`src/rtl/asd_pkg.sv`:
```
// Shared widths, reset values, register indexes and control types for the step detector.
package asd_pkg;

    localparam int SAMPLE_BITS = 13;

    // Derived datapath widths
    localparam int DIFF_W     = SAMPLE_BITS + 1;
    localparam int ROOT_W     = SAMPLE_BITS + 1;
    localparam int SUM_W      = 2 * ROOT_W;
    localparam int THR_W      = 11;
    localparam int CMP_W      = ((SAMPLE_BITS > THR_W) ? SAMPLE_BITS : THR_W) + 2;
    localparam int MAG_W      = 14;
    localparam int IN_FIELD_W = 3 * SAMPLE_BITS + 1;
    localparam int IN_DATA_W  = ((IN_FIELD_W + 7) / 8) * 8;
    localparam int OUT_DATA_W = ((MAG_W + 7) / 8) * 8;

    localparam logic [MAG_W-1:0] MAG_MAX = '1;

    // Configuration port
    localparam int CFG_IDX_W  = 3;
    localparam int CFG_DATA_W = 10;
    localparam int STEP_W     = 4;

    localparam logic [CFG_IDX_W-1:0] CFG_X_THRESHOLD       = 3'd0;
    localparam logic [CFG_IDX_W-1:0] CFG_THRESHOLD_FLOOR   = 3'd1;
    localparam logic [CFG_IDX_W-1:0] CFG_THRESHOLD_CEILING = 3'd2;
    localparam logic [CFG_IDX_W-1:0] CFG_THRESHOLD_STEP    = 3'd3;
    localparam logic [CFG_IDX_W-1:0] CFG_RAISE_MARGIN      = 3'd4;

    localparam logic [CFG_DATA_W-1:0] X_THRESHOLD_RST       = 10'd35;
    localparam logic [CFG_DATA_W-1:0] THRESHOLD_FLOOR_RST   = 10'd175;
    localparam logic [CFG_DATA_W-1:0] THRESHOLD_CEILING_RST = 10'd195;
    localparam logic [STEP_W-1:0]     THRESHOLD_STEP_RST    = 4'd2;
    localparam logic [CFG_DATA_W-1:0] RAISE_MARGIN_RST      = 10'd200;
    localparam logic [THR_W-1:0]      YZ_THRESHOLD_RST      = 11'd185;

    // Axis select for the shared squarer; AXIS_NONE drains the product register
    localparam logic [1:0] AXIS_X    = 2'd0;
    localparam logic [1:0] AXIS_Y    = 2'd1;
    localparam logic [1:0] AXIS_Z    = 2'd2;
    localparam logic [1:0] AXIS_NONE = 2'd3;

    typedef struct packed {
        logic       load;        // take the input word
        logic       sq_mul;      // square the selected axis difference
        logic       sq_acc;      // add the product register into the sum
        logic [1:0] axis;
        logic       adapt;       // update flags, thresholds, reference
        logic       emit;        // the current word produces a step
        logic       sqrt_start;
        logic       out_load;
    } asd_cmd_t;

    typedef struct packed {
        logic emit_now;
        logic sqrt_busy;
        logic out_free;
    } asd_sts_t;

endpackage

```
`src/rtl/asd_isqrt.sv`:
```
// Bit-serial restoring integer square root, one result bit per cycle.
module asd_isqrt
    import asd_pkg::*;
(
    input  logic              clk,
    input  logic              rst_n,
    input  logic              start,
    input  logic [SUM_W-1:0]  radicand,
    output logic              busy,
    output logic [ROOT_W-1:0] root
);

    localparam int REM_W = ROOT_W + 2;
    localparam int SH_W  = REM_W + 2;
    localparam int CNT_W = $clog2(ROOT_W);
    localparam logic [CNT_W-1:0] CNT_LAST = CNT_W'(ROOT_W - 1);

    logic              busy_reg, busy_next;
    logic [CNT_W-1:0]  cnt_reg, cnt_next;
    logic [SUM_W-1:0]  rad_reg, rad_next;
    logic [REM_W-1:0]  rem_reg, rem_next;
    logic [ROOT_W-1:0] root_reg, root_next;

    logic [SH_W-1:0] rem_sh;
    logic [SH_W-1:0] cand;

    assign rem_sh = {rem_reg, rad_reg[SUM_W-1 -: 2]};
    assign cand   = SH_W'({root_reg, 2'b01});

    always_comb
    begin
        busy_next = busy_reg;
        cnt_next  = cnt_reg;
        rad_next  = rad_reg;
        rem_next  = rem_reg;
        root_next = root_reg;
        if (start)
        begin
            busy_next = 1'b1;
            cnt_next  = '0;
            rad_next  = radicand;
            rem_next  = '0;
            root_next = '0;
        end
        else if (busy_reg)
        begin
            rad_next = {rad_reg[SUM_W-3:0], 2'b00};
            cnt_next = cnt_reg + 1'b1;
            if (rem_sh >= cand)
            begin
                rem_next  = REM_W'(rem_sh - cand);
                root_next = {root_reg[ROOT_W-2:0], 1'b1};
            end
            else
            begin
                rem_next  = REM_W'(rem_sh);
                root_next = {root_reg[ROOT_W-2:0], 1'b0};
            end
            if (cnt_reg == CNT_LAST)
            begin
                busy_next = 1'b0;
            end
        end
    end

    always_ff @(posedge clk or negedge rst_n)
    begin
        if (!rst_n)
        begin
            busy_reg <= 1'b0;
            cnt_reg  <= '0;
        end
        else
        begin
            busy_reg <= busy_next;
            cnt_reg  <= cnt_next;
        end
    end

    always_ff @(posedge clk)
    begin
        rad_reg  <= rad_next;
        rem_reg  <= rem_next;
        root_reg <= root_next;
    end

    assign busy = busy_reg;
    assign root = root_reg;

endmodule

```
`src/rtl/asd_datapath.sv`:
```
// Sample storage, configuration registers, squarer, threshold adaptation and output register.
module asd_datapath
    import asd_pkg::*;
(
    input  logic                  clk,
    input  logic                  rst_n,
    input  asd_cmd_t              cmd,
    output asd_sts_t              sts,
    input  logic [IN_DATA_W-1:0]  in_data,
    input  logic                  cfg_valid,
    output logic                  cfg_ready,
    input  logic [CFG_IDX_W-1:0]  cfg_index,
    input  logic [CFG_DATA_W-1:0] cfg_data,
    output logic                  out_valid,
    input  logic                  out_ready,
    output logic [OUT_DATA_W-1:0] out_data
);

    localparam int FLAG_X = 0;
    localparam int FLAG_Y = 1;
    localparam int FLAG_Z = 2;
    localparam int EXT_W  = ROOT_W + MAG_W;

    function automatic logic [SAMPLE_BITS-1:0] mag_of(logic signed [SAMPLE_BITS-1:0] v);
        return v[SAMPLE_BITS-1] ? SAMPLE_BITS'(~v + 1'b1) : SAMPLE_BITS'(v);
    endfunction

    // |(|a| - |b|)|
    function automatic logic [SAMPLE_BITS-1:0] change_of(logic signed [SAMPLE_BITS-1:0] a,
                                                         logic signed [SAMPLE_BITS-1:0] b);
        logic [SAMPLE_BITS:0] d;
        logic [SAMPLE_BITS:0] nd;
        d  = {1'b0, mag_of(a)} - {1'b0, mag_of(b)};
        nd = ~d + 1'b1;
        return d[SAMPLE_BITS] ? nd[SAMPLE_BITS-1:0] : d[SAMPLE_BITS-1:0];
    endfunction

    function automatic logic [THR_W-1:0] thr_next(logic [SAMPLE_BITS-1:0] chg,
                                                  logic [THR_W-1:0]       thr,
                                                  logic [CFG_DATA_W-1:0]  lo,
                                                  logic [CFG_DATA_W-1:0]  hi,
                                                  logic [STEP_W-1:0]      inc,
                                                  logic [CFG_DATA_W-1:0]  margin);
        logic [CMP_W-1:0] over;
        logic [THR_W-1:0] t;
        over = CMP_W'(chg) - CMP_W'(thr);
        t    = thr;
        if ((CMP_W'(chg) >= CMP_W'(thr)) && (over > CMP_W'(margin)))
        begin
            if (t > THR_W'(hi))
                t = THR_W'(hi);
            else if (t < THR_W'(lo))
                t = THR_W'(lo);
            if (t < THR_W'(hi))
                t = t + THR_W'(inc);
        end
        return t;
    endfunction

    // Input word fields
    logic signed [SAMPLE_BITS-1:0] in_s [3];
    logic                          in_vib;

    assign in_s[0] = in_data[SAMPLE_BITS-1:0];
    assign in_s[1] = in_data[2*SAMPLE_BITS-1:SAMPLE_BITS];
    assign in_s[2] = in_data[3*SAMPLE_BITS-1:2*SAMPLE_BITS];
    assign in_vib  = in_data[3*SAMPLE_BITS];

    // Configuration
    logic [CFG_DATA_W-1:0] x_thr_reg, floor_reg, ceil_reg, margin_reg;
    logic [STEP_W-1:0]     step_reg;

    assign cfg_ready = 1'b1;

    always_ff @(posedge clk or negedge rst_n)
    begin
        if (!rst_n)
        begin
            x_thr_reg  <= X_THRESHOLD_RST;
            floor_reg  <= THRESHOLD_FLOOR_RST;
            ceil_reg   <= THRESHOLD_CEILING_RST;
            step_reg   <= THRESHOLD_STEP_RST;
            margin_reg <= RAISE_MARGIN_RST;
        end
        else if (cfg_valid)
        begin
            case (cfg_index)
                CFG_X_THRESHOLD:       x_thr_reg  <= cfg_data;
                CFG_THRESHOLD_FLOOR:   floor_reg  <= cfg_data;
                CFG_THRESHOLD_CEILING: ceil_reg   <= cfg_data;
                CFG_THRESHOLD_STEP:    step_reg   <= cfg_data[STEP_W-1:0];
                CFG_RAISE_MARGIN:      margin_reg <= cfg_data;
                default:               ;
            endcase
        end
    end

    // Detector state
    logic                          started_reg;
    logic [2:0]                    flags_reg;
    logic [THR_W-1:0]              y_thr_reg, z_thr_reg;
    logic signed [SAMPLE_BITS-1:0] ref_reg [3];
    logic signed [SAMPLE_BITS-1:0] cur_reg [3];

    assign sts.emit_now = flags_reg[FLAG_X] & (flags_reg[FLAG_Y] | flags_reg[FLAG_Z]) & ~in_vib;

    // Adaptation: after a step the reference equals the current sample and flags restart
    logic signed [SAMPLE_BITS-1:0] ref_eff [3];
    logic [2:0]                    flags_base;
    logic [SAMPLE_BITS-1:0]        chg_x, chg_y, chg_z;
    logic [2:0]                    flags_new;
    logic [THR_W-1:0]              y_thr_new, z_thr_new;

    always_comb
    begin
        for (int i = 0; i < 3; i++)
        begin
            ref_eff[i] = cmd.emit ? cur_reg[i] : ref_reg[i];
        end
        flags_base = cmd.emit ? 3'b000 : flags_reg;
        chg_x      = change_of(cur_reg[0], ref_eff[0]);
        chg_y      = change_of(cur_reg[1], ref_eff[1]);
        chg_z      = change_of(cur_reg[2], ref_eff[2]);
        flags_new  = flags_base;
        if (CMP_W'(chg_x) >= CMP_W'(x_thr_reg))
            flags_new[FLAG_X] = 1'b1;
        if (CMP_W'(chg_y) >= CMP_W'(y_thr_reg))
            flags_new[FLAG_Y] = 1'b1;
        if (CMP_W'(chg_z) >= CMP_W'(z_thr_reg))
            flags_new[FLAG_Z] = 1'b1;
        y_thr_new = thr_next(chg_y, y_thr_reg, floor_reg, ceil_reg, step_reg, margin_reg);
        z_thr_new = thr_next(chg_z, z_thr_reg, floor_reg, ceil_reg, step_reg, margin_reg);
    end

    always_ff @(posedge clk or negedge rst_n)
    begin
        if (!rst_n)
        begin
            started_reg <= 1'b0;
            flags_reg   <= '0;
            y_thr_reg   <= YZ_THRESHOLD_RST;
            z_thr_reg   <= YZ_THRESHOLD_RST;
            for (int i = 0; i < 3; i++)
            begin
                ref_reg[i] <= '0;
                cur_reg[i] <= '0;
            end
        end
        else if (cmd.load)
        begin
            for (int i = 0; i < 3; i++)
            begin
                if (started_reg)
                    cur_reg[i] <= in_s[i];
                else
                    ref_reg[i] <= in_s[i];
            end
        end
        else if (cmd.adapt)
        begin
            for (int i = 0; i < 3; i++)
            begin
                ref_reg[i] <= ref_eff[i];
            end
            if (started_reg)
            begin
                flags_reg <= flags_new;
                y_thr_reg <= y_thr_new;
                z_thr_reg <= z_thr_new;
            end
            else
            begin
                flags_reg   <= flags_base;
                started_reg <= 1'b1;
            end
        end
    end

    // Sum of squares, one axis per cycle through a shared multiplier
    logic signed [SAMPLE_BITS-1:0] sel_cur, sel_ref;
    logic signed [DIFF_W-1:0]      diff;
    logic [DIFF_W-1:0]             abs_diff;
    logic [SUM_W-1:0]              prod_reg;
    logic [SUM_W-1:0]              acc_reg;

    always_comb
    begin
        case (cmd.axis)
            AXIS_X:
            begin
                sel_cur = cur_reg[0];
                sel_ref = ref_reg[0];
            end
            AXIS_Y:
            begin
                sel_cur = cur_reg[1];
                sel_ref = ref_reg[1];
            end
            AXIS_Z:
            begin
                sel_cur = cur_reg[2];
                sel_ref = ref_reg[2];
            end
            default:
            begin
                sel_cur = '0;
                sel_ref = '0;
            end
        endcase
        diff     = DIFF_W'(sel_cur) - DIFF_W'(sel_ref);
        abs_diff = diff[DIFF_W-1] ? DIFF_W'(~diff + 1'b1) : DIFF_W'(diff);
    end

    always_ff @(posedge clk)
    begin
        if (cmd.sq_mul)
            prod_reg <= abs_diff * abs_diff;
        if (cmd.load)
            acc_reg <= '0;
        else if (cmd.sq_acc)
            acc_reg <= acc_reg + prod_reg;
    end

    // Square root
    logic              sqrt_busy;
    logic [ROOT_W-1:0] root;
    logic [EXT_W-1:0]  root_ext;
    logic [MAG_W-1:0]  mag_sat;

    asd_isqrt u_isqrt (
        .clk      (clk),
        .rst_n    (rst_n),
        .start    (cmd.sqrt_start),
        .radicand (acc_reg),
        .busy     (sqrt_busy),
        .root     (root)
    );

    assign sts.sqrt_busy = sqrt_busy;
    assign root_ext      = EXT_W'(root);
    assign mag_sat       = (root_ext > EXT_W'(MAG_MAX)) ? MAG_MAX : root_ext[MAG_W-1:0];

    // Output register
    logic             out_valid_reg;
    logic [MAG_W-1:0] out_mag_reg;

    assign sts.out_free = ~out_valid_reg | out_ready;

    always_ff @(posedge clk or negedge rst_n)
    begin
        if (!rst_n)
            out_valid_reg <= 1'b0;
        else if (cmd.out_load)
            out_valid_reg <= 1'b1;
        else if (out_ready)
            out_valid_reg <= 1'b0;
    end

    always_ff @(posedge clk)
    begin
        if (cmd.out_load)
            out_mag_reg <= mag_sat;
    end

    assign out_valid = out_valid_reg;
    assign out_data  = OUT_DATA_W'(out_mag_reg);

endmodule

```
`src/rtl/asd_ctrl.sv`:
```
// Sequencer: input acceptance, squaring passes, adaptation, square root and result hand-off.
module asd_ctrl
    import asd_pkg::*;
(
    input  logic     clk,
    input  logic     rst_n,
    input  logic     in_valid,
    output logic     in_ready,
    input  asd_sts_t sts,
    output asd_cmd_t cmd
);

    localparam logic [1:0] ST_IDLE  = 2'd0;
    localparam logic [1:0] ST_SQ    = 2'd1;
    localparam logic [1:0] ST_ADAPT = 2'd2;
    localparam logic [1:0] ST_ROOT  = 2'd3;

    logic [1:0] state_reg, state_next;
    logic [1:0] sq_cnt_reg, sq_cnt_next;
    logic       emit_reg, emit_next;

    always_comb
    begin
        state_next  = state_reg;
        sq_cnt_next = sq_cnt_reg;
        emit_next   = emit_reg;
        in_ready    = 1'b0;
        cmd         = '0;
        cmd.axis    = AXIS_NONE;
        case (state_reg)
            ST_IDLE:
            begin
                in_ready = 1'b1;
                if (in_valid)
                begin
                    cmd.load    = 1'b1;
                    emit_next   = sts.emit_now;
                    sq_cnt_next = AXIS_X;
                    state_next  = sts.emit_now ? ST_SQ : ST_ADAPT;
                end
            end
            ST_SQ:
            begin
                // products are registered, so the sum takes each product in the cycle after it is formed
                cmd.axis    = sq_cnt_reg;
                cmd.sq_mul  = (sq_cnt_reg != AXIS_NONE);
                cmd.sq_acc  = (sq_cnt_reg != AXIS_X);
                sq_cnt_next = sq_cnt_reg + 1'b1;
                if (sq_cnt_reg == AXIS_NONE)
                    state_next = ST_ADAPT;
            end
            ST_ADAPT:
            begin
                cmd.adapt      = 1'b1;
                cmd.emit       = emit_reg;
                cmd.sqrt_start = emit_reg;
                state_next     = emit_reg ? ST_ROOT : ST_IDLE;
            end
            ST_ROOT:
            begin
                if (!sts.sqrt_busy && sts.out_free)
                begin
                    cmd.out_load = 1'b1;
                    state_next   = ST_IDLE;
                end
            end
            default:
            begin
                state_next = ST_IDLE;
            end
        endcase
    end

    always_ff @(posedge clk or negedge rst_n)
    begin
        if (!rst_n)
        begin
            state_reg  <= ST_IDLE;
            sq_cnt_reg <= AXIS_X;
            emit_reg   <= 1'b0;
        end
        else
        begin
            state_reg  <= state_next;
            sq_cnt_reg <= sq_cnt_next;
            emit_reg   <= emit_next;
        end
    end

endmodule

```
`src/rtl/accel_step_detector_unit.sv`:
```
// Top level of the accelerometer step detector: controller plus datapath.
//
//  channel | direction | handshake             | payload
//  --------+-----------+-----------------------+-----------------------------------------
//  s_axis  | in        | s_axis_tvalid/tready  | tdata: accel_x, accel_y, accel_z, vibrated
//  m_axis  | out       | m_axis_tvalid/tready  | tdata: step_magnitude
//  cfg     | in        | cfg_valid/cfg_ready   | cfg_index, cfg_data
//
//  A word with no step is accepted, then adapted. A step word is accepted, passes the
//  shared squarer one axis at a time, is adapted, goes through the one-bit-per-cycle square
//  root, then the result register is loaded.
//  Reset is asynchronous, active low; config and thresholds return to their defaults.
//  A held result stalls only the next step word at its final load; words without a step
//  pass meanwhile. Config writes are taken every cycle.
module accel_step_detector_unit
    import asd_pkg::*;
(
    input  logic                  clk,
    input  logic                  rst_n,
    input  logic                  s_axis_tvalid,
    output logic                  s_axis_tready,
    // [12:0] accel_x, [25:13] accel_y, [38:26] accel_z, [39] vibrated
    input  logic [IN_DATA_W-1:0]  s_axis_tdata,
    output logic                  m_axis_tvalid,
    input  logic                  m_axis_tready,
    // [13:0] step_magnitude, [15:14] zero
    output logic [OUT_DATA_W-1:0] m_axis_tdata,
    input  logic                  cfg_valid,
    output logic                  cfg_ready,
    input  logic [CFG_IDX_W-1:0]  cfg_index,
    input  logic [CFG_DATA_W-1:0] cfg_data
);

    asd_cmd_t cmd;
    asd_sts_t sts;

    asd_ctrl u_ctrl (
        .clk      (clk),
        .rst_n    (rst_n),
        .in_valid (s_axis_tvalid),
        .in_ready (s_axis_tready),
        .sts      (sts),
        .cmd      (cmd)
    );

    asd_datapath u_datapath (
        .clk       (clk),
        .rst_n     (rst_n),
        .cmd       (cmd),
        .sts       (sts),
        .in_data   (s_axis_tdata),
        .cfg_valid (cfg_valid),
        .cfg_ready (cfg_ready),
        .cfg_index (cfg_index),
        .cfg_data  (cfg_data),
        .out_valid (m_axis_tvalid),
        .out_ready (m_axis_tready),
        .out_data  (m_axis_tdata)
    );

endmodule
```
`config.mk`:
```
export PLATFORM = sky130hd
export DESIGN_NAME = accel_step_detector_unit
export DESIGN_NICKNAME = d
export VERILOG_FILES = /design/src/rtl/asd_pkg.sv /design/src/rtl/asd_isqrt.sv /design/src/rtl/asd_datapath.sv /design/src/rtl/asd_ctrl.sv /design/src/rtl/accel_step_detector_unit.sv
export SDC_FILE = /design/constraint.sdc
export NUM_CORES = 1
export LEC_CHECK = 0
export BUFFER_PORTS_ARGS = -buffer_cell sky130_fd_sc_hd__buf_4
export CORE_MARGIN = 5
export CORE_UTILIZATION = 37
export DETAILED_ROUTE_END_ITERATION = 7
export SETUP_SLACK_MARGIN = 0.2
export SLEW_MARGIN = 0
export SYNTH_ARGS = -nofsm -noshare
export SYNTH_HDL_FRONTEND = slang
export SYNTH_SLANG_ARGS = --single-unit
```
`constraint.sdc`:
```
create_clock -name clk -period 9.1 [get_ports clk]
set_input_delay 1.365 -clock clk [delete_from_list [all_inputs] [get_ports clk]]
set_output_delay 1.365 -clock clk [all_outputs]
set_load 0.05 [all_outputs]
```
==> summary.md <==
| Metric | Value |
|---|---|
| Outcome | `completed` |
| Slew margin rel. | `between 20% and 30%` |
| Cell area after placement | `around 31000 um2` |
| Worst r2r dst | `u_datapath.prod_reg[26]` |
| Slew at the pin closest to its max-slew limit | `about 1.1 ns` |
| Crit-path leading delay family | `adder cells` |
| Aggregate routed wire length | `about 78000 um` |
| Launch point of the worst path | `u_ctrl.sq_cnt_reg[1]` |
| Top post-synthesis cells by area | `sky130_fd_sc_hd__ha_1 14%, sky130_fd_sc_hd__dfrtp_1 12%, sky130_fd_sc_hd__fa_1 8.8%` |
| Post-layout min period | `8.77 ns` |
| Pin count of the biggest net entering global routing | `66` |
| Number of standard cells after synthesis | `3368` |
| Area grow syn2layout | `14.8%` |
| Count of maximum capacitance violations | `0` |
| Maximum clock frequency | `between 100 and 150 MHz` |
| Routability cong. | `roughly 0.9` |
| Final cell area excluding filler cells | `between 30000 and 40000 um2` |
| Flip-flop cell with the highest count after synthesis | `sky130_fd_sc_hd__dfrtp_1` |
| Kind of start point of the critical path | `flop` |
| Clock-pin slew on the worst setup and hold paths | `about 0.060 ns` |
| Number of H-tree levels | `2` |
| Largest fanout of any net on the critical path | `6` |
| Uppermost layer routed | `met4` |
| Worst setup skew after layout | `between 0.03 and 0.04 ns` |
| Synthesized area | `28600 um2` |
| Total DRC errors in the routed layout | `0` |
| Final setup violation count | `0` |
| Longest Clk Path Bufs | `3` |
| Core Footprint | `77100 um2` |
| Timing endpoint of the critical path | `u_datapath.prod_reg[26]` |
| FF-to-FF path depth | `42` |
| Async set or reset register ratio after synthesis | `approximately 56%` |
| Cell at the root of the clock tree | `sky130_fd_sc_hd__clkbuf_16` |
| TritonCTS clock tree | `built` |
| Total of warnings raised by yosys | `0` |
| Number of endpoints with negative hold slack in the final report | `0` |
| Number of clock sinks seen by CTS | `roughly 290` |
| Routed len/inst | `between 15 and 20 um` |
| Initial antenna violation count | `0` |
| Cell taking the most area after synthesis | `sky130_fd_sc_hd__ha_1` |
| Yosys top cell area share | `between 10% and 20%` |
| DIE AREA | `82900 um2` |
| Most frequent cells after synthesis | `385 x sky130_fd_sc_hd__nand2_1, 317 x sky130_fd_sc_hd__inv_1, 312 x sky130_fd_sc_hd__ha_1` |
| Initial core utilization | `a little under two fifths` |
| Number of distinct library cell variants in the gate-level netlist after synthesis | `103` |
| Endpoint class of the critical path | `flop` |
| Total GRT Usage | `a little under a fifth` |
| Hold Path Class | `flop to flop` |
| Number of synthesized flops with an enable pin | `slightly below 70` |
| Fraction of final layout cells sized beyond drive strength 1 | `a little over an eighth` |
| Number of placement rows | `102` |
| Final std cells w/o fill | `4554` |
| Routed length on met1 | `between 30000 and 40000 um` |
| Worst Path Arrival | `around 9.1 ns` |
| Yosys reg bits | `between 200 and 300` |
| Global-route wire length before repair | `between 100000 and 150000 um` |
| Fin crit share | `96.4%` |
| Vertical die dimension | `~290 um` |
| Worst R2R Setup Slack | `between 0.3 and 0.4 ns` |
| Via count of the routed design | `23800` |
| Met2 routed wirelength | `34900 um` |
| Number of global-route vias before repair | `23200` |
| Die width | `just under 300 um` |
| Crit path depth | `42` |
| Count leader, synth | `sky130_fd_sc_hd__nand2_1` |
| RSZ-0062 raised after global routing | `yes` |
| Path type of the worst setup path | `flop to flop` |
| I/O Pins | `slightly below 80` |
| Proportion of synthesized chip area in sequential cells | `25.3%` |
| Startpoint of the most critical register-to-register path | `u_ctrl.sq_cnt_reg[1]` |
| Number of nets in the final layout | `slightly below 4000` |
| Worst path slowest cell | `sky130_fd_sc_hd__fa_1` |
| Largest stage delay, worst path | `around 0.50 ns` |
| Number of buffer cells added on primary ports | `73` |
| ANT nets after route | `0` |
| Synthesized area per cell | `approximately 8.5 um2` |
| Max-slew violation count | `0` |
| Met3 wire len | `approximately 2700 um` |
| Critical path required time | `roughly 9.4 ns` |
| Global route total overflow | `0` |
| Drt pass-1 iters | `5` |
| Number of violations reported at the end of detailed-routing iteration 0 | `1594` |
| Number of CTS-inserted buffers | `37` |
| Crit path buf inv count | `12` |
| Later-pin clock latency in the skew report | `0.57 ns` |
| Final antenna diode count | `0` |
| Placed cells | `4449` |
| Post-DR vias/cell | `around 5.2` |
| Crit path top cell by count | `sky130_fd_sc_hd__buf_4` |
| Half-perimeter wire length of the detailed placement result | `between 60000 and 70000 um` |
[cell families (layout without fill, tap and decap cells)]
family          after synthesis  count (layout)  share of synthesized area, %
compound gates              775             775                          16.9
xor+xnor                    224             224                          6.89
fa+ha+maj                   437             437                          22.4
buf+inv                     463             597                          6.24
flops                       286             286                          25.3
mux                         165             165                          5.95
other cells                   2              14                        0.0263
simple gates               1016            1016                          16.3
[worst min path at each step]
stage,start,end,slack (ns),cells past startpoint
3_3_place_gp,u_datapath.flags_reg[2],u_datapath.flags_reg[2],0.46,2
4_1_cts,u_datapath.acc_reg[0],u_datapath.acc_reg[0],0.48,2
2_1_floorplan,u_datapath.flags_reg[2],u_datapath.flags_reg[2],0.45,2
6_report,u_datapath.acc_reg[0],u_datapath.acc_reg[0],0.47,2
5_1_grt,u_datapath.acc_reg[0],u_datapath.acc_reg[0],0.50,2
3_5_place_dp,u_datapath.acc_reg[0],u_datapath.acc_reg[0],0.47,2
[per-stage QoR]
stage,hold slack [ns],setup TNS [ns],worst slack [ns],util (%)
6_report,0.473,0,0.331,42.6
5_1_grt,0.498,0,0.0307,42.6
4_1_cts,0.476,0,0.205,41.9
3_5_place_dp,0.468,-0.0819,-0.0520,39.9
3_3_place_gp,0.463,0,0.0685,39.9
2_1_floorplan,0.447,0,0.212,-
[layout by cell type, fill, tap and decap left out, drive strengths merged, types with 9 or more instances in the layout]
master,n
fa,125
nor3,67
dfstp,27
a31oi,26
nand2,385
or3,14
o22ai,34
o21ai,228
nor2b,34
o211ai,10
nor4,12
o31ai,29
a21o,49
xor2,64
nor2,286
conb,14
nand4,20
dfxtp,58
a211o,10
clkinv,11
nand2b,44
o21a,44
ha,312
inv,321
dfrtp,132
o21bai,10
a211oi,24
xnor2,160
and2,25
nand3,52
clkbuf,53
mux2,40
mux2i,125
or2,11
edfxtp,69
and3,18
a21oi,232
o2111ai,9
buf,207
o41ai,9
[metal layers]
layer	vias to the layer above	track usage, %
met5	-	0
met4	0	4.57
li1	11900	-
met2	456	29.5
met3	118	2.05
met1	11400	26.5
[final cells by class]
class	count	area, um2
sequential	286	7250
fill	7714	44200
multi-input combinational	2631	20200
timing repair buffer	207	1600
tap	1040	1300
inverter	322	1210
clock buffer	53	1090
clock inverter	15	209
[timing repair]
action                     in CTS  in global routing
setup endpoints to repair       7                 16
gates resized for setup        32                 85
buffers inserted               15                 22
hold buffers                    0                  0
pin swaps                      19                 60
[worst register-to-register path, delay by kind of cell (launching register included)]
| kind | cells | cell delay [ns] |
|---|---|---|
| buf+inv | 12 | 1.43 |
| flops | 1 | 0.47 |
| fa+ha+maj | 7 | 2.91 |
| mux | 1 | 0.11 |
| xor+xnor | 3 | 0.55 |
| compound gates | 14 | 2.51 |
| simple gates | 5 | 0.54 |
Power is not shown: default switching activity piles up to over one toggle a cycle in this logic, so the estimate is an artifact.
